**src/rtl/ape_smr_pkg.sv**
```systemverilog
// shared types and constants for the u(1) link smearing core
// no dependencies; used by every module of the block
package ape_smr_pkg;

	// item operation codes
	typedef enum logic [1:0] {
		OP_WRITE = 2'd0,
		OP_RUN   = 2'd1,
		OP_READ  = 2'd2,
		OP_NONE  = 2'd3
	} op_t;

	// configuration register indexes
	localparam logic [1:0] CFG_SIZE_X = 2'd0;
	localparam logic [1:0] CFG_SIZE_Y = 2'd1;
	localparam logic [1:0] CFG_SWEEPS = 2'd2;
	localparam logic [1:0] CFG_ALPHA  = 2'd3;

	localparam logic [6:0]  SIZE_X_RST = 7'd64;
	localparam logic [6:0]  SIZE_Y_RST = 7'd64;
	localparam logic [7:0]  SWEEPS_RST = 8'd1;
	localparam logic [15:0] ALPHA_RST  = 16'd16384;

	// sequencer step counter and its end points
	localparam int STEP_W = 4;
	localparam logic [STEP_W-1:0] SWEEP_LAST = 4'd11;
	localparam logic [STEP_W-1:0] COPY_LAST  = 4'd2;

	typedef enum logic [2:0] {
		ST_IDLE,
		ST_READ,
		ST_SWEEP,
		ST_COPY,
		ST_DONE
	} state_t;

	typedef enum logic [1:0] {
		DM_IDLE,
		DM_SWEEP,
		DM_COPY
	} dp_mode_t;

	// controller to datapath
	typedef struct packed {
		dp_mode_t          mode;
		logic [STEP_W-1:0] step;
		logic              host_wr;
		logic              host_rd;
	} dp_cmd_t;

	// controller to output register
	typedef struct packed {
		logic load;
		logic done;
	} out_cmd_t;

endpackage

```
**src/rtl/ape_smr_ctrl.sv**
```systemverilog
// controller state machine: host transactions, sweep and copy sequencing
// depends on ape_smr_pkg
module ape_smr_ctrl #(
	parameter int MAX_X = 64,
	parameter int MAX_Y = 64
) (
	input  logic                          clk,
	input  logic                          arst_n,
	input  logic                          in_valid,
	output logic                          in_ready,
	input  logic [1:0]                    operation,
	input  logic [$clog2(MAX_X+1)-1:0]    nx,
	input  logic [$clog2(MAX_Y+1)-1:0]    ny,
	input  logic [7:0]                    sweeps,
	input  logic                          out_free,
	output ape_smr_pkg::dp_cmd_t          cmd,
	output ape_smr_pkg::out_cmd_t         oc,
	output logic [$clog2(MAX_X)-1:0]      x,
	output logic [$clog2(MAX_Y)-1:0]      y
);
	localparam int XW  = $clog2(MAX_X);
	localparam int YW  = $clog2(MAX_Y);
	localparam int NXW = $clog2(MAX_X+1);
	localparam int NYW = $clog2(MAX_Y+1);

	ape_smr_pkg::state_t state_q, state_d;
	logic [ape_smr_pkg::STEP_W-1:0] step_q;
	logic [XW-1:0] x_q;
	logic [YW-1:0] y_q;
	logic [7:0] cnt_q;
	logic step_last, x_last, y_last, busy;

	assign x_last = (NXW'(x_q) == nx - NXW'(1));
	assign y_last = (NYW'(y_q) == ny - NYW'(1));
	assign busy = (state_q == ape_smr_pkg::ST_SWEEP) || (state_q == ape_smr_pkg::ST_COPY);
	assign step_last = (state_q == ape_smr_pkg::ST_SWEEP) ? (step_q == ape_smr_pkg::SWEEP_LAST)
		: (step_q == ape_smr_pkg::COPY_LAST);
	assign x = x_q;
	assign y = y_q;

	always_ff @(posedge clk or negedge arst_n) begin
		if (!arst_n) begin
			state_q <= ape_smr_pkg::ST_IDLE;
			step_q  <= '0;
			x_q     <= '0;
			y_q     <= '0;
			cnt_q   <= '0;
		end else begin
			state_q <= state_d;
			if (busy) begin
				if (step_last) begin
					step_q <= '0;
					if (y_last) begin
						y_q <= '0;
						x_q <= x_last ? '0 : x_q + XW'(1);
						if (x_last && state_q == ape_smr_pkg::ST_COPY) begin
							cnt_q <= (8'(cnt_q + 8'd1) == sweeps) ? 8'd0 : 8'(cnt_q + 8'd1);
						end
					end else begin
						y_q <= y_q + YW'(1);
					end
				end else begin
					step_q <= step_q + ape_smr_pkg::STEP_W'(1);
				end
			end
		end
	end

	always_comb begin
		state_d      = state_q;
		in_ready     = 1'b0;
		cmd.mode     = ape_smr_pkg::DM_IDLE;
		cmd.step     = step_q;
		cmd.host_wr  = 1'b0;
		cmd.host_rd  = 1'b0;
		oc.load      = 1'b0;
		oc.done      = 1'b0;
		unique case (state_q)
			ape_smr_pkg::ST_IDLE: begin
				in_ready = 1'b1;
				if (in_valid) begin
					unique case (ape_smr_pkg::op_t'(operation))
						ape_smr_pkg::OP_WRITE: cmd.host_wr = 1'b1;
						ape_smr_pkg::OP_READ: begin
							cmd.host_rd = 1'b1;
							state_d = ape_smr_pkg::ST_READ;
						end
						ape_smr_pkg::OP_RUN: begin
							state_d = (sweeps == 8'd0) ? ape_smr_pkg::ST_DONE
								: ape_smr_pkg::ST_SWEEP;
						end
						default: ;
					endcase
				end
			end
			ape_smr_pkg::ST_READ: begin
				if (out_free) begin
					oc.load = 1'b1;
					state_d = ape_smr_pkg::ST_IDLE;
				end
			end
			ape_smr_pkg::ST_DONE: begin
				if (out_free) begin
					oc.load = 1'b1;
					oc.done = 1'b1;
					state_d = ape_smr_pkg::ST_IDLE;
				end
			end
			ape_smr_pkg::ST_SWEEP: begin
				cmd.mode = ape_smr_pkg::DM_SWEEP;
				if (step_last && x_last && y_last) begin
					state_d = ape_smr_pkg::ST_COPY;
				end
			end
			ape_smr_pkg::ST_COPY: begin
				cmd.mode = ape_smr_pkg::DM_COPY;
				if (step_last && x_last && y_last) begin
					state_d = (8'(cnt_q + 8'd1) == sweeps) ? ape_smr_pkg::ST_DONE
						: ape_smr_pkg::ST_SWEEP;
				end
			end
			default: state_d = ape_smr_pkg::ST_IDLE;
		endcase
	end

endmodule

```
**config.mk**
```make
export PLATFORM = sky130hd
export DESIGN_NAME = ape_smr_ctrl
export DESIGN_NICKNAME = d
export VERILOG_FILES = /design/src/rtl/ape_smr_pkg.sv /design/src/rtl/ape_smr_ctrl.sv
export SDC_FILE = /design/constraint.sdc
export NUM_CORES = 1
export LEC_CHECK = 0
export BUFFER_PORTS_ARGS = -buffer_cell sky130_fd_sc_hd__buf_2
export CELL_PAD_IN_SITES_DETAIL_PLACEMENT = 2
export CELL_PAD_IN_SITES_GLOBAL_PLACEMENT = 2
export CORE_MARGIN = 2
export CORE_UTILIZATION = 35
export CTS_BUF_LIST = sky130_fd_sc_hd__clkbuf_16
export DETAILED_ROUTE_END_ITERATION = 10
export HOLD_SLACK_MARGIN = 0.05
export PLACE_DENSITY = 0.9
export SLEW_MARGIN = 5
export SYNTH_ARGS = -nofsm -noshare
export SYNTH_HDL_FRONTEND = slang
export SYNTH_SLANG_ARGS = --single-unit
```
**constraint.sdc**
```tcl
create_clock -name clk -period 3.4 [get_ports clk]
set_input_delay 0.34 -clock clk [delete_from_list [all_inputs] [get_ports clk]]
set_output_delay 0.34 -clock clk [all_outputs]
set_load 0.01 [all_outputs]
```
# After elaboration in Yosys (flattened, before gate mapping)
# Index checks and enable logic that the tools add are counted.
dict set report op_classes {
  n_eq_ne 16
  shifts 0
  n_reduce_logical 12
  div 0
  mul 0
  n_mux 23
  n_lt_le_gt_ge 0
  n_addsub 6
  bitwise 0
}
# op count
set ops {}
lappend ops {{2-to-1 mux 3 bit} 6}
lappend ops {{== test 6 x 7 -> 1 bit} 2}
lappend ops {{subtractor 7 x 1 -> 7 bit, second input constant} 2}
lappend ops {{adder 6 x 1 -> 6 bit, second input constant} 2}
lappend ops {{2-to-1 mux 6 bit} 2}
lappend ops {{one-hot mux 3 bit (4 select lines)} 1}
lappend ops {{adder 8 x 1 -> 8 bit, second input constant} 1}
lappend ops {{== test 8 bit} 1}
lappend ops {{zero test 8 bit} 1}
lappend ops {{2-to-1 mux 8 bit} 1}
lappend ops {{== test 3 x 2 -> 1 bit, second input constant} 2}
lappend ops {{2-to-1 mux 1 bit} 6}
lappend ops {{2-to-1 mux 2 bit} 3}
lappend ops {{!= test 2 x 1 -> 1 bit, second input constant} 3}
lappend ops {{one-hot mux 3 bit (2 select lines)} 1}
lappend ops {{AND reduction 5 bit} 1}
lappend ops {{adder 4 x 1 -> 4 bit, second input constant} 1}
lappend ops {{== test 4 x 2 -> 1 bit, second input constant} 1}
lappend ops {{== test 4 bit, second input constant} 1}
lappend ops {{2-to-1 mux 4 bit} 1}
lappend ops {{one-hot mux 2 bit (2 select lines)} 1}
lappend ops {{AND reduction 4 bit} 1}
lappend ops {{== test 3 x 1 -> 1 bit, second input constant} 1}
lappend ops {{== test 3 bit, second input constant} 1}
lappend ops {{12 further kinds} 14}
dict set report word_totals {
  reg_bits 27
  ram_bits 0
  latchBits 0
  mem_count 0
  romBits 0
  wordCells 62
}

# Logic depth before layout (Yosys ltp)
# Gate-level depths: netlist (run 1).
dict set report depth {
  word_depth 6
  mapped_depth 10
  ltp_nobuf 8
}

# Worst setup path before layout (run 1)
# Ideal clock, no wire load.
dict set report synth_path {
  path_type {register to register}
  from {register cnt_q[0]}
  to {register cnt_q[7]}
  required_ps 3282
  period_less_slack_ps 2214
  n_path_buf 1
  t_arrival_ps 2096
  setup_time_ps 118
  slack_ps 1186
  path_stages_with_launch 9
  path_cell_list {dfrtp_1 > ha_1 > xnor2_1 > nand2_1 > nor4b_2 > nand4_4 > buf_6 > a211o_1 > a21o_1}
}
dict set report synth_via {
  elab_chain_cells 3
}
# item line
set synth_lines {}
lappend synth_lines {{start, declared} ape_smr_ctrl.sv:30} ;# logic [7:0] cnt_q;
lappend synth_lines {{start signal, assigned} ape_smr_ctrl.sv:57} ;# cnt_q <= (8'(cnt_q + 8'd1) == sweeps) ? 8'd0 : 8'(cnt_q + 8'd1);
lappend synth_lines {{adder 8 x 1 -> 8 bit (*)} ape_smr_ctrl.sv:57}
lappend synth_lines {{== test 8 bit} ape_smr_ctrl.sv:57}
lappend synth_lines {{2-to-1 mux 8 bit (*)} ape_smr_ctrl.sv:57}
# Every way passes the cells marked *; elsewhere a longest branch is shown, timed or not.
# A chain may end at the register's enable or synchronous reset.

# Worst setup path after layout (run 1)
dict set report layout_path {
  from {register state_q[1]}
  to {register x_q[4], in the netlist x[4]}
}
dict set report layout_via {
  elab_chain_cells 3
  word_cells_on_any_way 5
}
# item line
set layout_lines {}
lappend layout_lines {{start, declared} ape_smr_ctrl.sv:26} ;# ape_smr_pkg::state_t state_q, state_d;
lappend layout_lines {{start signal, assigned} ape_smr_ctrl.sv:43} ;# state_q <= ape_smr_pkg::ST_IDLE;
lappend layout_lines {{start signal, assigned} ape_smr_ctrl.sv:49} ;# state_q <= state_d;
lappend layout_lines {{== test 3 x 2 -> 1 bit (on tied branches)} {ape_smr_ctrl.sv:35, ape_smr_ctrl.sv:36}}
lappend layout_lines {{2-to-1 mux 1 bit or logical OR 1 bit (tied branches)} {ape_smr_ctrl.sv:36, ape_smr_ctrl.sv:35}}
lappend layout_lines {{AND reduction 3 bit (no line) (*)} --}
lappend layout_lines {{end signal, assigned} ape_smr_ctrl.sv:55} ;# x_q <= x_last ? '0 : x_q + XW'(1);
lappend layout_lines {{end, declared} ape_smr_ctrl.sv:28} ;# logic [XW-1:0] x_q;
# Marks and branches as above.

==> results of run 1 <==
power by group:
part / internal [mW] / switching (mW)
sequential: 0.372 / 0.114
combinational: 0.206 / 0.288
clock: 0.158 / 0.118
logic make-up (layout without fill, tap and decap cells):
| kind of cell | count (synthesis) | count (layout) | synth area share [%] |
|---|---|---|---|
| xor+xnor | 22 | 22 | 8.503 |
| flops | 27 | 27 | 26.85 |
| buf+inv | 28 | 71 | 5.370 |
| mux | 6 | 6 | 2.387 |
| compound gates | 68 | 68 | 20.69 |
| simple gates | 140 | 140 | 33.22 |
| fa+ha+maj | 6 | 6 | 2.984 |
worst reg2reg max path, delay by kind of cell, from the launching register on:
kind / cells / cell delay [ns]
mux: 1 / 0.14
compound gates: 2 / 0.44
simple gates: 3 / 1.40
flops: 1 / 0.50
cells in the final DEF (no fill, tap or decap), types with 12 or more instances in the layout:
master,count
buf_2,50
nand2_1,29
dfrtp_1,27
nor2_1,17
nand3_1,17
o21ai_0,15
inv_1,14
xnor2_1,12
per-layer routing:
metal	GRT usage, %	part of all wire, %	vias up
met2	41.93	54	42
met3	2.985	3.1	8
met1	26.38	42	1280
met4	2.893	0.58	0
li1	-	-	1194
met5	0	0	-
registers in the layout, indices dropped and copies added, names as in the netlist:
| name | count |
|---|---|
| cnt_q | 8 |
| y | 6 |
| step_q | 4 |
| state_q | 3 |
| x | 6 |
worst paths after layout:
check	from	endpoint	slack, ns	cells past startpoint
setup / recovery	state_q[1]	x[4]	0.79	6
hold / removal	arst_n	y[1]	0.11	1
setup reg to reg	state_q[1]	x[4]	0.79	6
hold reg to reg	y[5]	y[5]	0.58	1
max in group asynchronous	arst_n	step_q[1]	2.84	1
min in group clk	operation[0]	state_q[1]	0.41	3
synthesized netlist by cell type (5+ instances only):
cell type	n	area [um^2]
o31ai_1	6	45.04
inv_1	13	48.80
o21ai_0	15	75.07
a21oi_1	8	40.04
and2_1	6	37.54
nor3_1	8	40.04
nor4_1	6	37.54
nor2_1	17	63.81
nand3_1	17	85.08
mux2i_1	6	60.06
nand2_1	29	108.9
ha_1	6	75.07
and3_1	5	31.28
buf_2	9	45.04
xor2_1	8	70.07
nand4_1	8	50.05
dfrtp_1	27	675.7
nor2b_1	7	43.79
xnor2_1	12	105.1
layout make-up:
type / instances / share of cell area (%)
repair buffers: 53 / 9.388
multi-input cells: 242 / 58.70
well taps: 96 / 4.134
clock buffers: 3 / 2.584
flip-flops and latches: 27 / 23.26
inverters: 14 / 1.809
clock inverters: 1 / 0.1292
stage by stage:
stage | power, mW | setup slack (ns) | cells | area, um^2 | utilization, %
final | 1.256 | 0.7893 | 436 | 2905 | 42.30
after global routing | 1.348 | 0.5752 | 436 | 2905 | 42.30
after CTS | 1.270 | 0.7802 | 436 | 2905 | 42.30
after detailed placement | 0.9912 | 0.5589 | 432 | 2826 | 41.15
after global placement | 0.9419 | 0.8184 | 432 | 2826 | 41.15
after floorplan | 0.7915 | 1.186 | 297 | 2516 | -
==> flow_summary.yaml, run 1 <==
run_status:
  status: "completed"
placement:
  globalplace.congestion: 0.8356
  dp_hpwl_um: 6290
  io_buffers: 50
job:
  cap_violations: 0
sta:
  worstMarginPinSlew_ns: 0.6916
  holdWs_ns: 0.1144
  post-route-min-period_ns: 2.611
  rsz0062_at_grt: "false"
  relSlewSlack_pct: 53.89
  setup-tns-final_ns: 0
  timing_hold_violations_final: 0
  fin_worst_skew_ns: 0.003831
  setup_viol: 0
  min_period_over_period_pct: 76.79
  finalMaxSlewViolations: 0
  fmax_mhz: 383.0
synth:
  ys_seq_area_share_pct: 26.85
  synth_edf_count: 0
  synth.distinct_cells: 72
  yosys_warnings: 0
  synth_area_um2: 2516
  synth-seq-cells: 27
  synth_flop_cell: "dfrtp_1"
  syn_inst: 297
  avgSynthCellArea_um2: 8.472
  synth_fp_nets: 331
  async_flop_share_pct: 100.0
setup_path:
  slowest_delay_ns: 0.51
  worstPathArrival_ns: 2.74
  worstPathRequired_ns: 3.53
  crit_chain: "nor3b_1 -> mux2i_1 -> nor3b_1 -> o2111ai_1 -> nor3_1 -> a21oi_1"
  path_buf_inv: 0
  crit_family: "simple AND/OR/NAND/NOR gates"
  path_max_fanout: 10
  path_common_cell: "nor3b_1"
  slowest_stage: "nor3_1"
  endpoint_kind: "flop"
  worstSetupPathType: "flop to flop"
  critPathLaunchType: "flop"
global_route:
  grt.total_usage_pct: 21.89
  grt_antenna_before_repair: 0
  grt_max_degree: 28
  grt_pass1_wl_um: 13580
  grt_pass1_vias: 2751
  grt_overflow: 0
clock_tree:
  path_clk_slew_ns: 0.07
  cts_resized: 0
  htree_num_levels: 1
  cts.sinks: 27
  clk_latency_ns: 0.26
  postCtsSetupRepairBufs: 0
  cts_tree: "yes"
  cts_root_buf: "clkbuf_16"
  holdBufCountCts: 0
  clockBufferDepth: 2
  cts_buffers: 3
finish:
  area_growth_pct: 15.47
  regArea_um2: 675.6
  drive_gt1_share_pct: 23.24
  diodes: 0
  multi_input_area_um2: 1705
  nets: 375
  n_fill_cell: 801
drt:
  ant_nets: 0
  viasPerCell: 5.789
  drcViolationCount: 0
  drt-wirelength-per-cell_um: 18.72
  initialDrtViolationCount: 87
  wirelength_um: 8161
  first_pass_iters: 4
  vias: 2524
floorplan:
  dieHeight_um: 88.79
  rows: 30
  core_um2: 6869
  dieArea_um2: 7884
  initial_utilization_pct: 36.63
  die_w_um: 88.79
  io_pins: 51
worst_hold_path:
  hold_class: "input port to async pin"
power_and_ir_drop:
  ir_drop_mv: 0.1739
  power_density_nw_per_um2: 432.4
  leakagePower_nw: 1.252
No activity file was read; power rests on OpenSTA's default activity.
==> inputs of run 2 (changes only) <==
--- a/config.mk
+++ b/config.mk
@@ -9,11 +9,11 @@
 export CELL_PAD_IN_SITES_DETAIL_PLACEMENT = 2
 export CELL_PAD_IN_SITES_GLOBAL_PLACEMENT = 2
 export CORE_MARGIN = 2
-export CORE_UTILIZATION = 35
+export CORE_UTILIZATION = 33
 export CTS_BUF_LIST = sky130_fd_sc_hd__clkbuf_16
 export DETAILED_ROUTE_END_ITERATION = 10
 export HOLD_SLACK_MARGIN = 0.05
-export PLACE_DENSITY = 0.9
+export PLACE_DENSITY = 0.86
 export SLEW_MARGIN = 5
 export SYNTH_ARGS = -nofsm -noshare
 export SYNTH_HDL_FRONTEND = slang
==> constraint.sdc (replaced) <==
create_clock -name clk -period 2.6 [get_ports clk]
set_input_delay 0.26 -clock clk [delete_from_list [all_inputs] [get_ports clk]]
set_output_delay 0.26 -clock clk [all_outputs]
set_load 0.01 [all_outputs]
==> flow_summary.yaml, run 2 (synthesized netlist as in run 1, its figures left out) <==
run_status:
  status: "completed"
setup_path:
  worstPathArrival_ns: 2.57
  crit_family: "simple AND/OR/NAND/NOR gates"
  path_max_fanout: 15
  endpoint_kind: "flop"
  timing.reg2reg.setup_slack_ns: 0.17
  path_buf_inv: 1
  critPathLaunchType: "flop"
  slowest_stage: "a211oi_1"
  crit_chain: "ha_1 -> and3_1 -> a31oi_1 -> nor4b_2 -> buf_4 -> nand4_4 -> a211oi_1 -> o21ai_0"
  worstSetupPathType: "flop to flop"
  slowest_delay_ns: 0.41
  worstPathRequired_ns: 2.73
sta:
  fin_worst_skew_ns: 0.008619
  timing_hold_violations_final: 0
  holdWs_ns: 0.02683
  relSlewSlack_pct: 55.58
  min_period_over_period_pct: 93.65
  fmax_mhz: 410.7
  setup_ws_ns: 0.1650
  finalMaxSlewViolations: 0
  worstMarginPinSlew_ns: 0.6663
  post-route-min-period_ns: 2.435
  setup-tns-final_ns: 0
  setup_viol: 0
finish:
  largest_reg_flops: 8
  regMostFlops: "cnt_q"
  diodes: 0
  drive_gt1_share_pct: 24.35
  layout.cells.non_filler: 444
  final_cell_mix: "50 x buf_2, 29 x nand2_1, 27 x dfrtp_1"
  utilization_pct: 40.19
  final_common_cell: "buf_2"
  nets: 380
  area_growth_pct: 17.11
power_and_ir_drop:
  switching_power_mw: 0.6746
  combPwrFrac_pct: 39.5
  ir_drop_mv: 0.1970
  leakagePower_nw: 1.279
  power_density_nw_per_um2: 558.6
  swShare_pct: 40.99
  seqPwrFrac_pct: 38.6
  clkPwrFrac_pct: 21.9
  internal_power_mw: 0.9713
placement:
  dp_hpwl_um: 6135
  post-place-ws_ns: 0.04120
  dp_cells: 439
  globalplace.congestion: 0.7404
  io_buffers: 50
clock_tree:
  cts_tree: "yes"
  cts_buffers: 3
  cts.sinks: 27
  clk_latency_ns: 0.27
  holdBufCountCts: 0
  clockBufferDepth: 2
  postCtsSetupRepairBufs: 0
  htree_num_levels: 1
  cts_root_buf: "clkbuf_16"
  cts_resized: 0
  path_clk_slew_ns: 0.07
drt:
  initialDrtViolationCount: 72
  wirelength_um: 7931
  vias: 2490
  ant_nets: 0
  viasPerCell: 5.608
  drcViolationCount: 0
  drt-wirelength-per-cell_um: 17.86
  first_pass_iters: 4
global_route:
  grt.total_usage_pct: 18.98
  grt_max_degree: 28
  grt_pass1_vias: 2661
  grt_antenna_before_repair: 0
  grt_pass1_wl_um: 13160
  grt_overflow: 0
floorplan:
  dieArea_um2: 8339
  die_w_um: 91.32
  dieHeight_um: 91.32
  core_um2: 7331
  io_pins: 51
  rows: 31
  initial_utilization_pct: 34.32
job:
  cap_violations: 0
worst_hold_path:
  hold_class: "input port to async pin"
-- run 2: changes by cell type in the layout (fill, tap and decap cells not counted), sizes merged --
| cell | change |
|---|---|
| buf | +5 |
-- run 2: through the flow --
| stage | cell area (um^2) | power (mW) |
|---|---|---|
| 3_3_place_gp | 2860 | 1.250 |
| 6_report | 2947 | 1.646 |
| 2_1_floorplan | 2516 | 1.035 |
| 3_5_place_dp | 2860 | 1.299 |
| 4_1_cts | 2939 | 1.668 |
| 5_1_grt | 2947 | 1.769 |
-- run 2: worst register-to-register path: stages, from the launching register on --
cell      delay, ns
dfrtp_1        0.40
ha_1           0.29
and3_1         0.24
a31oi_1        0.14
nor4b_2        0.30
buf_4          0.17
nand4_4        0.23
a211oi_1       0.41
o21ai_0        0.12
-- run 2: final timing paths --
| path | from | to | cells after the start |
|---|---|---|---|
| setup / recovery | cnt_q[1] | cnt_q[6] | 8 |
| hold / removal | arst_n | cnt_q[1] | 1 |
| setup reg to reg | cnt_q[1] | cnt_q[6] | 8 |
| hold reg to reg | cnt_q[7] | cnt_q[7] | 1 |
| max in group asynchronous | arst_n | cnt_q[7] | 1 |
| min in group clk | operation[0] | state_q[1] | 3 |
-- run 2: power groups by stage --
stage	combinational [mW]	sequential, mW	clock (mW)
finish	0.650	0.635	0.361
CTS	0.659	0.638	0.370
global route	0.718	0.656	0.395
detailed placement	0.653	0.647	0
floorplan	0.452	0.583	0
global placement	0.611	0.639	0
-- run 2: final cells by class --
type / instances / area (um^2)
Clock buffer: 3 / 75.07
Clock inverter: 1 / 3.754
Fill cell: 878 / 4384
Inverter: 14 / 52.55
Multi-Input combinational cell: 242 / 1705
Sequential cell: 27 / 675.6
Tap cell: 99 / 123.9
Timing Repair Buffer: 58 / 310.3
-- run 2: layer usage --
layer	routed length (um)	vias to the layer above	part of all wire, %	track usage [%]
met5	0	-	0	0
met4	25	0	0.32	2.146
met3	216	2	2.7	2.988
met2	4289	36	54	36.54
met1	3400	1253	43	22.64
li1	-	1199	-	-
==> inputs of run 3 (changes only) <==
--- a/config.mk
+++ b/config.mk
@@ -5,7 +5,7 @@
 export SDC_FILE = /design/constraint.sdc
 export NUM_CORES = 1
 export LEC_CHECK = 0
-export BUFFER_PORTS_ARGS = -buffer_cell sky130_fd_sc_hd__buf_2
+export BUFFER_PORTS_ARGS = -buffer_cell sky130_fd_sc_hd__buf_4
 export CELL_PAD_IN_SITES_DETAIL_PLACEMENT = 2
 export CELL_PAD_IN_SITES_GLOBAL_PLACEMENT = 2
 export CORE_MARGIN = 2
==> flow_summary.yaml, run 3 (synthesized netlist as in run 1, its figures left out) <==
clock_tree:
  cts_tree: "yes"
  clk_latency_ns: 0.27
  cts_buffers: 3
  htree_num_levels: 1
  clockBufferDepth: 2
  cts_root_buf: "clkbuf_16"
  cts.sinks: 27
  path_clk_slew_ns: 0.08
  postCtsSetupRepairBufs: 0
drt:
  drcViolationCount: 0
  wirelength_um: 8099
  initialDrtViolationCount: 59
  ant_nets: 0
  first_pass_iters: 4
  viasPerCell: 5.683
  vias: 2529
  drt-wirelength-per-cell_um: 18.20
sta:
  holdWs_ns: 0.3284
  setup_viol: 0
  rsz0062_at_grt: "false"
  post-route-min-period_ns: 2.402
  min_period_over_period_pct: 92.39
  worstMarginPinSlew_ns: 0.4973
  setup-tns-final_ns: 0
  timing_hold_violations_final: 0
  fin_worst_skew_ns: 0.003336
  relSlewSlack_pct: 66.85
  finalMaxSlewViolations: 0
  fmax_mhz: 416.3
finish:
  final_cell_mix: "58 x buf_4, 29 x nand2_1, 27 x dfrtp_1"
  drive_gt1_share_pct: 24.28
  largest_reg_flops: 8
  regMostFlops: "cnt_q"
  n_fill_cell: 843
  nets: 381
  area_growth_pct: 22.48
  diodes: 0
  final_common_cell: "buf_4"
setup_path:
  critPathLaunchType: "flop"
  crit_chain: "xnor2_1 -> nand2b_1 -> o22ai_1 -> o221ai_2 -> buf_4 -> or4_1 -> a21oi_1"
  path_max_fanout: 22
  worstSetupPathType: "flop to flop"
  worstPathRequired_ns: 2.79
  endpoint_kind: "flop"
  timing.reg2reg.setup_slack_ns: 0.20
  slowest_delay_ns: 0.54
  worstPathArrival_ns: 2.59
  slowest_stage: "or4_1"
floorplan:
  rows: 31
  initial_utilization_pct: 34.32
  core_um2: 7331
  dieArea_um2: 8339
  io_pins: 51
  die_w_um: 91.32
  dieHeight_um: 91.32
global_route:
  grt_pass1_wl_um: 13720
  grt.total_usage_pct: 19.87
  grt_antenna_before_repair: 0
  grt_pass1_vias: 2713
  grt_overflow: 0
  grt_max_degree: 28
power_and_ir_drop:
  clkPwrFrac_pct: 21.7
  swShare_pct: 40.48
  switching_power_mw: 0.6959
  combPwrFrac_pct: 41.1
  ir_drop_mv: 0.2353
  power_density_nw_per_um2: 557.8
  leakagePower_nw: 1.311
  internal_power_mw: 1.023
  seqPwrFrac_pct: 37.2
placement:
  dp_hpwl_um: 6148
  globalplace.congestion: 0.7342
  io_buffers: 50
job:
  cap_violations: 0
run_status:
  status: "completed"
worst_hold_path:
  hold_class: "input port to flop"
==> run 3: cell types whose count changed in the layout (fill, tap and decap cells not counted), sizes merged <==
| cell | delta |
|---|---|
| dlygate4sd3 | +1 |
==> run 3: power groups by stage <==
| stage | Combinational, mW | Sequential (mW) | Clock [mW] |
|---|---|---|---|
| 4_1_cts | 0.717 | 0.643 | 0.378 |
| 2_1_floorplan | 0.452 | 0.583 | 0 |
| 5_1_grt | 0.781 | 0.662 | 0.392 |
| 3_3_place_gp | 0.668 | 0.642 | 0 |
| 3_5_place_dp | 0.705 | 0.650 | 0 |
| 6_report | 0.707 | 0.640 | 0.373 |
==> run 3: path summary, 6_finish.rpt <==
kind	end	from	cells past startpoint
max in group asynchronous	cnt_q[0]	arst_n	2
hold / removal	state_q[1]	operation[0]	3
setup reg to reg	x[3]	y[5]	7
setup / recovery	x[3]	y[5]	7
min in group asynchronous	cnt_q[1]	arst_n	2
hold reg to reg	step_q[3]	step_q[3]	1
==> run 3: cell type report <==
| type | instances | area [um^2] | area share, % |
|---|---|---|---|
| clock buffer | 3 | 75.07 | 2.436 |
| clock inverter | 1 | 3.754 | 0.1218 |
| inverter | 14 | 52.55 | 1.705 |
| multi-input combinational | 242 | 1705 | 55.34 |
| sequential | 27 | 675.6 | 21.92 |
| tap | 99 | 123.9 | 4.019 |
| timing repair buffer | 59 | 445.4 | 14.45 |
==> run 3: worst max-delay path, delay by kind of cell, from the launching register on <==
kind / cells / cell delay (ns)
AO/OA/AOI/OAI: 3 / 0.67
XOR/XNOR: 1 / 0.35
buffers and inverters: 1 / 0.23
AND/OR/NAND/NOR: 2 / 0.65
flip-flops: 1 / 0.43
==> run 3: routing by layer <==
| metal | routed length, um | global-route usage (%) |
|---|---|---|
| met4 | 64 | 2.399 |
| met3 | 190 | 2.905 |
| met2 | 4270 | 37.16 |
| met1 | 3573 | 24.68 |
| met5 | 0 | 0 |
==> run 3: per-stage QoR <==
step | total power, mW | util, % | cell area, um^2 | worst slack [ns] | cells
final | 1.719 | 42.04 | 3082 | 0.1979 | 445
after global routing | 1.835 | 42.04 | 3082 | 0.03913 | 445
after CTS | 1.738 | 42.04 | 3082 | 0.2197 | 445
after detailed placement | 1.355 | 40.83 | 2993 | 0.04380 | 440
after global placement | 1.310 | 40.83 | 2993 | 0.1987 | 440
after floorplan | 1.035 | - | 2516 | 0.3862 | 297
==> run 3: timing repair <==
item,CTS,global route
hold buffers,1,0
gates resized for setup,0,0
hold endpoints to repair,27,0
